**config.mk**
```make
export PLATFORM = sky130hd
export DESIGN_NAME = dual_hbridge_reversal_deadtime
export DESIGN_NICKNAME = d
export VERILOG_FILES = /design/src/rtl/core/dhb_pkg.sv /design/src/rtl/core/dhb_motor.sv /design/src/rtl/core/dual_hbridge_reversal_deadtime.sv
export SDC_FILE = /design/constraint.sdc
export NUM_CORES = 2
export LEC_CHECK = 0
export BUFFER_PORTS_ARGS = -buffer_cell sky130_fd_sc_hd__buf_2
export CAP_MARGIN = 25
export CORE_MARGIN = 2
export CORE_UTILIZATION = 69
export CTS_BUF_LIST = sky130_fd_sc_hd__clkbuf_16
export CTS_CLUSTER_DIAMETER = 200
export DETAILED_ROUTE_END_ITERATION = 8
export HOLD_SLACK_MARGIN = 0.15
export PLACE_DENSITY_LB_ADDON = 0.08
export SYNTH_ARGS = -nofsm -noshare
export SYNTH_HDL_FRONTEND = slang
export SYNTH_HIERARCHICAL = 1
export SYNTH_SLANG_ARGS = --single-unit
```
**constraint.sdc**
```tcl
create_clock -name clock -period 31.6 [get_ports clock]
set_input_delay 3.16 -clock clock [delete_from_list [all_inputs] [get_ports clock]]
set_output_delay 3.16 -clock clock [all_outputs]
set_load 0.005 [all_outputs]
```
**src/rtl/core/dhb_pkg.sv**
```systemverilog
// shared types, codes and constants for the dual h-bridge drive block
`default_nettype none

package dhb_pkg;

   // field widths
   localparam int KIND_W   = 3;
   localparam int MOTOR_W  = 8;
   localparam int VALUE_W  = 16;
   localparam int TIME_W   = 32;
   localparam int PERIOD_W = 16;
   localparam int DEAD_W   = 8;
   localparam int CMP_W    = 17;
   localparam int MAG_W    = 10;

   // configuration port
   localparam int CSR_INDEX_W = 1;
   localparam int CSR_DATA_W  = 16;
   localparam logic [CSR_INDEX_W-1:0] CSR_PWM_PERIOD = 1'd0;
   localparam logic [CSR_INDEX_W-1:0] CSR_DEAD_TIME  = 1'd1;
   localparam logic [PERIOD_W-1:0]    PWM_PERIOD_RESET = 16'd999;
   localparam logic [DEAD_W-1:0]      DEAD_TIME_RESET  = 8'd2;

   // command kinds
   localparam logic [KIND_W-1:0] KIND_DRIVE      = 3'd0;
   localparam logic [KIND_W-1:0] KIND_COAST      = 3'd1;
   localparam logic [KIND_W-1:0] KIND_BRAKE      = 3'd2;
   localparam logic [KIND_W-1:0] KIND_TICK       = 3'd3;
   localparam logic [KIND_W-1:0] KIND_COAST_ALL  = 3'd4;
   localparam logic [KIND_W-1:0] KIND_BRAKE_ALL  = 3'd5;

   // valid motor numbers
   localparam logic [MOTOR_W-1:0] MOTOR_ONE = 8'd1;
   localparam logic [MOTOR_W-1:0] MOTOR_TWO = 8'd2;

   // full-scale duty
   localparam logic [MAG_W-1:0] DUTY_FULL = 10'd1000;

   // scaling: product (period+1)*duty fits 26 bits; divide by 1000 as
   // a shift by 3 then a reciprocal multiply for division by 125
   localparam int PROD_W      = 26;
   localparam int PRE_SHIFT   = 3;
   localparam int DIVIN_W     = PROD_W - PRE_SHIFT;
   localparam int RECIP_W     = 24;
   localparam int RECIP_SHIFT = 30;
   localparam int QFULL_W     = DIVIN_W + RECIP_W;
   localparam logic [RECIP_W-1:0] RECIP_125 = 24'd8589935;

   // input item
   typedef struct packed {
      logic [KIND_W-1:0]         kind;
      logic [MOTOR_W-1:0]        motor;
      logic signed [VALUE_W-1:0] drive_value;
      logic [TIME_W-1:0]         now_ms;
   } req_type;

   // result item
   typedef struct packed {
      logic             m1_pin_a;
      logic             m1_pin_b;
      logic [CMP_W-1:0] m1_compare;
      logic             m2_pin_a;
      logic             m2_pin_b;
      logic [CMP_W-1:0] m2_compare;
      logic             m1_reversal_waiting;
      logic             m2_reversal_waiting;
   } rsp_type;

   // command for one motor slice
   typedef struct packed {
      logic               drive;
      logic               coast;
      logic               brake;
      logic               tick;
      logic [VALUE_W-1:0] value;
      logic [TIME_W-1:0]  now;
   } motor_cmd_type;

   // status from one motor slice, pins in motor-one convention {b, a}
   typedef struct packed {
      logic [1:0]       pins;
      logic             waiting;
      logic             cmp_update;
      logic [MAG_W-1:0] mag;
   } motor_out_type;

endpackage

`default_nettype wire

```
**src/rtl/core/dhb_motor.sv**
```systemverilog
// per-motor direction memory, reversal queue and dead-time interlock
`default_nettype none

module dhb_motor
   import dhb_pkg::*;
(
   input  logic                clock,
   input  logic                reset,
   input  logic                step,
   input  motor_cmd_type       cmd,
   input  logic [DEAD_W-1:0]   dead_time,
   output motor_out_type       status
);

   typedef enum logic [1:0] {
      DIR_NONE = 2'd0,
      DIR_FWD  = 2'd1,
      DIR_REV  = 2'd2
   } dir_type;

   localparam logic [1:0] PINS_COAST = 2'b00;
   localparam logic [1:0] PINS_BRAKE = 2'b11;
   localparam logic [1:0] PINS_FWD   = 2'b01;
   localparam logic [1:0] PINS_REV   = 2'b10;

   dir_type            dir_ff, dir_in;
   logic [VALUE_W-1:0] queued_ff, queued_in;
   logic [TIME_W-1:0]  deadline_ff, deadline_in;
   logic               waiting_ff, waiting_in;
   logic [1:0]         pins_ff, pins_in;

   logic               fire;
   logic               do_drive;
   logic               drive_apply;
   logic [VALUE_W-1:0] drv_value;
   logic               neg;
   dir_type            dir_new;
   dir_type            dir_cur;
   logic [CMP_W-1:0]   abs_value;
   logic [MAG_W-1:0]   mag;
   logic [TIME_W-1:0]  since;
   logic               cmp_update;

   // queued reversal is due once the deadline is not in the future
   assign since    = cmd.now - deadline_ff;
   assign fire     = cmd.tick && waiting_ff && !since[TIME_W-1];
   assign do_drive = cmd.drive || fire;
   assign drv_value = fire ? queued_ff : cmd.value;
   assign neg      = drv_value[VALUE_W-1];
   assign dir_new  = neg ? DIR_REV : DIR_FWD;
   assign dir_cur  = fire ? DIR_NONE : dir_ff;

   // magnitude clamped to full-scale duty
   always_comb begin
      abs_value = neg ? (CMP_W'(17'h10000) - CMP_W'(drv_value)) : CMP_W'(drv_value);
      if (abs_value > CMP_W'(DUTY_FULL)) begin
         mag = DUTY_FULL;
      end else begin
         mag = abs_value[MAG_W-1:0];
      end
   end

   // next state for this item
   always_comb begin
      dir_in      = dir_ff;
      queued_in   = queued_ff;
      deadline_in = deadline_ff;
      waiting_in  = waiting_ff;
      pins_in     = pins_ff;
      cmp_update  = 1'b0;
      drive_apply = 1'b0;
      if (cmd.coast) begin
         pins_in    = PINS_COAST;
         cmp_update = 1'b1;
      end else if (cmd.brake) begin
         pins_in    = PINS_BRAKE;
         cmp_update = 1'b1;
      end else if (do_drive) begin
         if (fire) begin
            waiting_in = 1'b0;
            dir_in     = DIR_NONE;
         end
         if (drv_value == '0) begin
            pins_in    = PINS_COAST;
            cmp_update = 1'b1;
         end else if (dir_cur != DIR_NONE && dir_cur != dir_new) begin
            // reversal: coast now, apply after the dead time
            pins_in     = PINS_COAST;
            cmp_update  = 1'b1;
            queued_in   = drv_value;
            deadline_in = cmd.now + TIME_W'(dead_time);
            waiting_in  = 1'b1;
         end else begin
            waiting_in  = 1'b0;
            dir_in      = dir_new;
            pins_in     = neg ? PINS_REV : PINS_FWD;
            cmp_update  = 1'b1;
            drive_apply = 1'b1;
         end
      end
   end

   // status follows the state after this item
   always_comb begin
      status.pins       = pins_in;
      status.waiting    = waiting_in;
      status.cmp_update = cmp_update;
      status.mag        = drive_apply ? mag : '0;
   end

   // state registers
   always_ff @(posedge clock) begin
      if (reset) begin
         dir_ff      <= DIR_NONE;
         queued_ff   <= '0;
         deadline_ff <= '0;
         waiting_ff  <= 1'b0;
         pins_ff     <= PINS_COAST;
      end else if (step) begin
         dir_ff      <= dir_in;
         queued_ff   <= queued_in;
         deadline_ff <= deadline_in;
         waiting_ff  <= waiting_in;
         pins_ff     <= pins_in;
      end
   end

endmodule

`default_nettype wire

```
**src/rtl/core/dual_hbridge_reversal_deadtime.sv**
```systemverilog
// top level of the dual h-bridge drive with reversal dead-time interlock
`default_nettype none

// Takes one command transfer per clock while the result side is not stalled,
// and returns one result transfer per command through the input, middle and
// result registers. The first stage decodes the command and updates each
// motor's direction memory, queued reversal and pin levels, and multiplies
// (pwm_period+1) by the clamped duty; the second divides that product by 1000
// through a reciprocal multiply; the result register then holds both motors'
// pins, compare values and waiting flags. The two multipliers set the depth of
// the pipeline; a stall on the result side holds every stage. Compare values
// are computed with the period in force when the drive is applied.

module dual_hbridge_reversal_deadtime
   import dhb_pkg::*;
(
   input  logic                   clock,
   input  logic                   reset,
   input  logic                   req_valid,
   output logic                   req_stall,
   input  req_type                req_data,
   output logic                   rsp_valid,
   input  logic                   rsp_stall,
   output rsp_type                rsp_data,
   input  logic                   csr_write_en,
   input  logic [CSR_INDEX_W-1:0] csr_index,
   input  logic [CSR_DATA_W-1:0]  csr_wdata
);

   typedef struct packed {
      logic              pin_a;
      logic              pin_b;
      logic              waiting;
      logic              cmp_update;
      logic [PROD_W-1:0] prod;
   } mid_type;

   logic [PERIOD_W-1:0] period_ff;
   logic [DEAD_W-1:0]   dead_ff;
   logic                in_valid_ff;
   req_type             in_ff;
   logic                mid_valid_ff;
   mid_type             mid_ff [2];
   mid_type             mid_in [2];
   logic                rsp_valid_ff;
   rsp_type             rsp_ff, rsp_in;

   logic                adv;
   logic                motor_ok;
   logic                motor_sel;
   motor_cmd_type       cmd [2];
   motor_out_type       status [2];
   logic [CMP_W-1:0]    period_p1;
   logic [CMP_W-1:0]    quot [2];

   // pipeline moves unless a finished result is held by the receiver
   assign adv       = !rsp_valid_ff || !rsp_stall;
   assign req_stall = !adv;
   assign rsp_valid = rsp_valid_ff;
   assign rsp_data  = rsp_ff;

   // configuration registers
   always_ff @(posedge clock) begin
      if (reset) begin
         period_ff <= PWM_PERIOD_RESET;
         dead_ff   <= DEAD_TIME_RESET;
      end else if (csr_write_en) begin
         unique case (csr_index)
            CSR_PWM_PERIOD: period_ff <= csr_wdata[PERIOD_W-1:0];
            CSR_DEAD_TIME:  dead_ff   <= csr_wdata[DEAD_W-1:0];
            default: ;
         endcase
      end
   end

   // command decode into per-motor commands
   assign motor_ok  = (in_ff.motor == MOTOR_ONE) || (in_ff.motor == MOTOR_TWO);
   assign motor_sel = (in_ff.motor == MOTOR_TWO);

   always_comb begin
      for (int m = 0; m < 2; m++) begin
         cmd[m].drive = 1'b0;
         cmd[m].coast = 1'b0;
         cmd[m].brake = 1'b0;
         cmd[m].tick  = 1'b0;
         cmd[m].value = in_ff.drive_value;
         cmd[m].now   = in_ff.now_ms;
      end
      unique case (in_ff.kind)
         KIND_DRIVE: if (motor_ok) begin
            cmd[motor_sel].drive = 1'b1;
         end
         KIND_COAST: if (motor_ok) begin
            cmd[motor_sel].coast = 1'b1;
         end
         KIND_BRAKE: if (motor_ok) begin
            cmd[motor_sel].brake = 1'b1;
         end
         KIND_TICK: begin
            cmd[0].tick = 1'b1;
            cmd[1].tick = 1'b1;
         end
         KIND_COAST_ALL: begin
            cmd[0].coast = 1'b1;
            cmd[1].coast = 1'b1;
         end
         KIND_BRAKE_ALL: begin
            cmd[0].brake = 1'b1;
            cmd[1].brake = 1'b1;
         end
         default: ;
      endcase
   end

   // motor slices
   dhb_motor u_motor1 (
      .clock     (clock),
      .reset     (reset),
      .step      (adv && in_valid_ff),
      .cmd       (cmd[0]),
      .dead_time (dead_ff),
      .status    (status[0])
   );

   dhb_motor u_motor2 (
      .clock     (clock),
      .reset     (reset),
      .step      (adv && in_valid_ff),
      .cmd       (cmd[1]),
      .dead_time (dead_ff),
      .status    (status[1])
   );

   // first scaling stage: (period+1) * duty, motor two pins mirrored
   assign period_p1 = CMP_W'(period_ff) + CMP_W'(1);

   always_comb begin
      for (int m = 0; m < 2; m++) begin
         mid_in[m].pin_a      = (m == 0) ? status[m].pins[0] : status[m].pins[1];
         mid_in[m].pin_b      = (m == 0) ? status[m].pins[1] : status[m].pins[0];
         mid_in[m].waiting    = status[m].waiting;
         mid_in[m].cmp_update = status[m].cmp_update;
         mid_in[m].prod       = PROD_W'(period_p1) * PROD_W'(status[m].mag);
      end
   end

   // second scaling stage: divide by 1000, keep old compare when untouched
   always_comb begin
      for (int m = 0; m < 2; m++) begin
         quot[m] = CMP_W'((QFULL_W'(mid_ff[m].prod[PROD_W-1:PRE_SHIFT]) *
                           QFULL_W'(RECIP_125)) >> RECIP_SHIFT);
      end
      rsp_in.m1_pin_a            = mid_ff[0].pin_a;
      rsp_in.m1_pin_b            = mid_ff[0].pin_b;
      rsp_in.m1_compare          = mid_ff[0].cmp_update ? quot[0] : rsp_ff.m1_compare;
      rsp_in.m2_pin_a            = mid_ff[1].pin_a;
      rsp_in.m2_pin_b            = mid_ff[1].pin_b;
      rsp_in.m2_compare          = mid_ff[1].cmp_update ? quot[1] : rsp_ff.m2_compare;
      rsp_in.m1_reversal_waiting = mid_ff[0].waiting;
      rsp_in.m2_reversal_waiting = mid_ff[1].waiting;
   end

   // stage valids and result register
   always_ff @(posedge clock) begin
      if (reset) begin
         in_valid_ff  <= 1'b0;
         mid_valid_ff <= 1'b0;
         rsp_valid_ff <= 1'b0;
         rsp_ff       <= '0;
      end else if (adv) begin
         in_valid_ff  <= req_valid;
         mid_valid_ff <= in_valid_ff;
         rsp_valid_ff <= mid_valid_ff;
         if (mid_valid_ff) begin
            rsp_ff <= rsp_in;
         end
      end
   end

   // stage payloads
   always_ff @(posedge clock) begin
      if (adv) begin
         if (req_valid) begin
            in_ff <= req_data;
         end
         if (in_valid_ff) begin
            mid_ff[0] <= mid_in[0];
            mid_ff[1] <= mid_in[1];
         end
      end
   end

endmodule

`default_nettype wire
```
### After elaboration in Yosys (flattened, before gate mapping)

Memory sizes are Yosys's and may differ from the RTL's.
Cells that the tools add are included.

* add/sub/neg operators: 7
* multipliers: 4
* div/mod/pow operators: 0
* $lt $le $gt $ge: 4
* equality and inequality tests: 9
* shifts and indexed selects: 0
* multiplexer cells: 78
* bitwise operators: 8
* reduce and logical (&&, ||, !) cells: 32

Operator list (count)
* bitwise mux 104 bit: 3
* two-way mux 104 bit: 3
* demux 52 bit (select 1 bit): 3
* one-hot mux 49 bit (3 select lines): 1
* one-hot mux 48 bit (3 select lines): 1
* multiplier 23 x 24 -> 47 bit, second input constant: 2
* adder 32 x 8 -> 32 bit: 2
* subtractor 32 bit: 2
* multiplier 17 x 10 -> 26 bit: 2
* two-way mux 52 bit: 1
* two-way mux 51 bit: 1
* two-way mux 50 bit: 1
* two-way mux 10 bit: 4
* two-way mux 2 bit: 18
* greater-than comparator 17 x 10 -> 1 bit, second input constant: 2
* two-way mux 17 bit: 2
* subtractor 17 x 16 -> 17 bit, first input constant: 2
* zero test 16 bit: 2
* two-way mux 16 bit: 2
* two-way mux 1 bit: 31
* one-hot mux 1 bit (4 select lines): 6
* adder 16 x 1 -> 17 bit, second input constant: 1
* AND reduction 6 bit: 2
* == test 8 x 1 -> 1 bit, second input constant: 1
* other kinds (18): 47

* bits in registers: 232
* latch bits: 0
* memory bits (writable): 60
* memory bits (read-only): 0
* bits of input ports: 81
* output and inout bits: 42
* word-level logic and storage cells: 170
* memories: 1

Memories
* mid_ff: words 2, width 30, read ports 2, clocked after memory_dff 0, write ports 2, line dual_hbridge_reversal_deadtime.sv:43 `mid_type mid_ff [2];`

### Depth between registers and ports, before layout

* depth in word-level cells: 23
* depth in mapped cells: 43
* depth with buffers taken out: 40

### Modules after synthesis

Netlist, hierarchy kept.

By module, submodules not included
* dual_hbridge_reversal_deadtime: instances 1, cells each 3444, area each 33264.4 um2, sequential area each 4734.5 um2
* dhb_motor: instances 2, cells each 636, area each 4774.6 um2, sequential area each 1061.0 um2

### Worst setup path before layout

Ideal clock, no wire load.

* path type: register -> register
* start point: register in_ff[13] (netlist bit)
* end point: memory mid_ff[0][55] (netlist bit), data pin
* library setup time: 0.259 ns
* arrival time: 9.790 ns
* required time: 31.341 ns
* slack: 21.551 ns
* stages on the path, launching flop included: 40
* buffers on the path: 5
* clock period less this slack: 10.049 ns
* cells stage by stage: edfxtp_1 > clkbuf_1 > ha_1 > nand2_1 > o21ai_0 > a21oi_1 > o41ai_4 > a2111oi_4 > nor2_8 > buf_6 > buf_2 > mux2i_1 > ha_1 > nor2b_1 > nand3_1 > or3_1 > o311ai_0 > mux2i_1 > (+4 left out) > clkbuf_1 > nand2_1 > fa_1 > fa_1 > fa_1 > fa_1 > inv_1 > fa_1 > ha_1 > a21o_1 > a21o_1 > a211oi_1 > a21oi_1 > a31oi_1 > o21bai_1 > a211oi_1 > o21ai_1 > xnor2_1

RTL lines
* start: declaration: line dual_hbridge_reversal_deadtime.sv:41 `req_type in_ff;`
* start signal: assignment: line dual_hbridge_reversal_deadtime.sv:184 `in_ff <= req_data;`
* end: declaration: line dual_hbridge_reversal_deadtime.sv:43

==> flow_summary.json <==
{
  "status": "completed",
  "path_max_fanout": 34,
  "cts_setup_buffers": 0,
  "fin_crit_ns": 11.00,
  "ant_nets": 0,
  "synth_simple_gate_area_share_pct": 13.6,
  "synth_xor_area_share_pct": 3.83,
  "io_pins": 123,
  "clock_skew_ns": 0.0406,
  "synthAdderAreaFrac_pct": 45.1,
  "clk_pin_slew_ns": 0.06,
  "finalCritPeriodShare_pct": 34.8,
  "drt-pass1-iter-count": 7,
  "crit_top_cell": "fa_1",
  "grt_pass1_vias": 32800,
  "async_flop_share_pct": 0,
  "clock_sinks": 286,
  "synth_compound_area_share_pct": 10.4,
  "end_kind": "register",
  "min_path_type": "reg -> reg",
  "final_cells": 5536,
  "holdBufCountCts": 0,
  "finalPower_w": 0.00286,
  "hold_viol": 0,
  "cts_tree": "built",
  "relSlewSlack_pct": 33.3,
  "avgSynthCellArea_sq_um": 9.08,
  "r2r.worst_path.cells": 35,
  "ys.flop_type": "dfxtp_1",
  "wirelength_um": 99900,
  "rows": 91,
  "fmax_mhz": 90.9,
  "synth_area_leaders": "fa_1 (26%), ha_1 (20%), inv_1 (8.1%)",
  "cp_num_buf_inv": 1,
  "clockBufferDepth": 3,
  "setup_tns_ns": 0,
  "ctsHtreeMaxLevel": 2,
  "start_kind": "register",
  "portBuffers": 122,
  "hold_ws_ns": 0.451,
  "p_per_area_mw_per_mm2": 63.3,
  "synth.most_common_cell": "inv_1",
  "finalSetupViolations": 0,
  "worstSkewPairLatency_ns": 0.59,
  "drt-initial-drc-count": 1792,
  "ys_types": 84,
  "rsz0062_at_grt": "no",
  "coreArea_sq_mm": 0.0615,
  "syn_inst": 4716,
  "area_delta_synth_final_pct": 5.52,
  "drcViolationCount": 0,
  "grt_usage_pct": 32.3,
  "grt_overflow": 0,
  "yosysWarnings": 6,
  "crit_cells": 35,
  "die_h_um": 253,
  "dp_cells": 5468,
  "grt_max_degree": 89,
  "antenna_found_initial": 1,
  "max_stage_delay_ns": 0.70,
  "critical-path-top-delay-family": "compound AO/OA/AOI/OAI gates",
  "die-area_sq_mm": 0.0641,
  "synth_edf_count": 113,
  "synth.area.mux_share_pct": 0.941,
  "ys_ff_latch": 286,
  "cap_violations": 0,
  "post_drt_wl_per_cell_um": 18.0,
  "vias": 32100,
  "crit_type": "reg -> reg",
  "cp_slowest_cell": "o21ba_1",
  "power_leakage_nw": 22.5,
  "netlist_top_cells_count": "inv_1 (925), ha_1 (669), fa_1 (546)",
  "place_congestion": 0.950,
  "netlist_area_sq_mm": 0.0428,
  "nNetsFinal": 6013,
  "cts_buffers": 36,
  "initial_core_util_pct": 69.6,
  "hpwl_um": 79200,
  "chipWidth_um": 253,
  "cp_data_required_time_ns": 31.94,
  "slew_violations": 0,
  "cts_resized": 0,
  "synth_largest_area_cell": "fa_1",
  "synth-seq-area-share_pct": 16.0,
  "clock-root-buffer": "clkbuf_16",
  "drive_above_1_share_pct": 6.43,
  "peakVddDrop_mv": 0.108,
  "synth_top_area_share_pct": 25.5,
  "synth_fp_nets": 6012,
  "min_path_cells": 2,
  "synth_top_family_by_area": "adder cells",
  "viasPerCell": 5.79,
  "critical_path_arrival_ns": 11.34,
  "grt_pass1_wl_um": 164000,
  "tightest_slew_ns": 1.00
}
through the flow:
step	utilization (%)	setup WS (ns)	instance area [sq um]
2_1_floorplan	-	21.55	42800
4_1_cts	73.5	20.71	45200
6_report	73.5	20.60	45200
3_5_place_dp	71.5	20.74	43900
5_1_grt	73.5	19.91	45200
3_3_place_gp	71.5	20.97	43900
worst reg2reg max path, delay by kind of cell (launching register included):
kind	cells	cell delay [ns]
adders and majority gates	8	3.61
muxes	2	0.57
xor gates and xnor gates	1	0.14
and+or+nand+nor	6	1.16
DFF	1	0.45
buffers and inverters	1	0.05
AOI/OAI and AO/OA	17	4.75
metal layers:
layer	global-route usage (%)	routed length, um	vias to the layer above
met4	11.3	3430	0
met5	0	0	-
met1	41.6	41900	15700
li1	-	-	15300
met2	56.0	49200	867
met3	4.29	5380	200
report_power, final:
part / internal [W] / total, W / switching [W]
logic: 0.000832 / 0.00201 / 0.00118
clock network: 0.000246 / 0.000425 / 0.000179
registers: 0.000399 / 0.000425 / 0.0000258
final cells by class:
class | instances | area [sq um]
antenna | 1 | 2.50
clock buffer | 38 | 951
clock inverter | 28 | 270
fill | 4706 | 16300
inverter | 927 | 3480
multi-input combinational | 3301 | 31700
sequential | 286 | 6860
tap | 790 | 988
timing repair buffer | 165 | 940
flip-flops by register name (all words and copies together) (netlist names), 2 cells and up:
| name | flops |
|---|---|
| u_motor1/deadline_ff | 32 |
| in_ff | 59 |
| u_motor2/queued_ff | 16 |
| u_motor1/dir_ff | 2 |
| u_motor1/pins_ff | 2 |
| u_motor2/dir_ff | 2 |
| period_ff | 16 |
| u_motor1/queued_ff | 16 |
| mid_ff | 54 |
| u_motor2/pins_ff | 2 |
| u_motor2/deadline_ff | 32 |
| dead_ff | 8 |
| rsp_data | 40 |
cells in the final DEF, fill, tap and decap left out, drive strengths merged, types with 110 or more instances in the layout:
cell type,count
o21ai,110
a21oi,245
ha,669
inv,943
nor2,169
buf,165
and2,160
fa,546
nand2,494
dfxtp,173
edfxtp,113
path summary, 6_finish.rpt:
| path | start | to | slack [ns] |
|---|---|---|---|
| max | in_ff[2] | mid_ff[0][55] | 20.60 |
| min | u_motor1/deadline_ff[3] | u_motor1/deadline_ff[3] | 0.45 |
| max reg2reg | in_ff[2] | mid_ff[0][55] | 20.60 |
| min reg2reg | u_motor1/deadline_ff[3] | u_motor1/deadline_ff[3] | 0.45 |
cells by family (layout without fill, tap and decap cells):
group	Yosys count	count (layout)
AO/OA/AOI/OAI	670	670
multiplexers	38	38
buffers and inverters	1129	1158
flip-flops	286	286
AND/OR/NAND/NOR	1191	1191
other	0	1
adder cells (fa/ha/maj)	1215	1215
XOR/XNOR	187	187
Note: power is estimated with default switching activity, not from simulation.
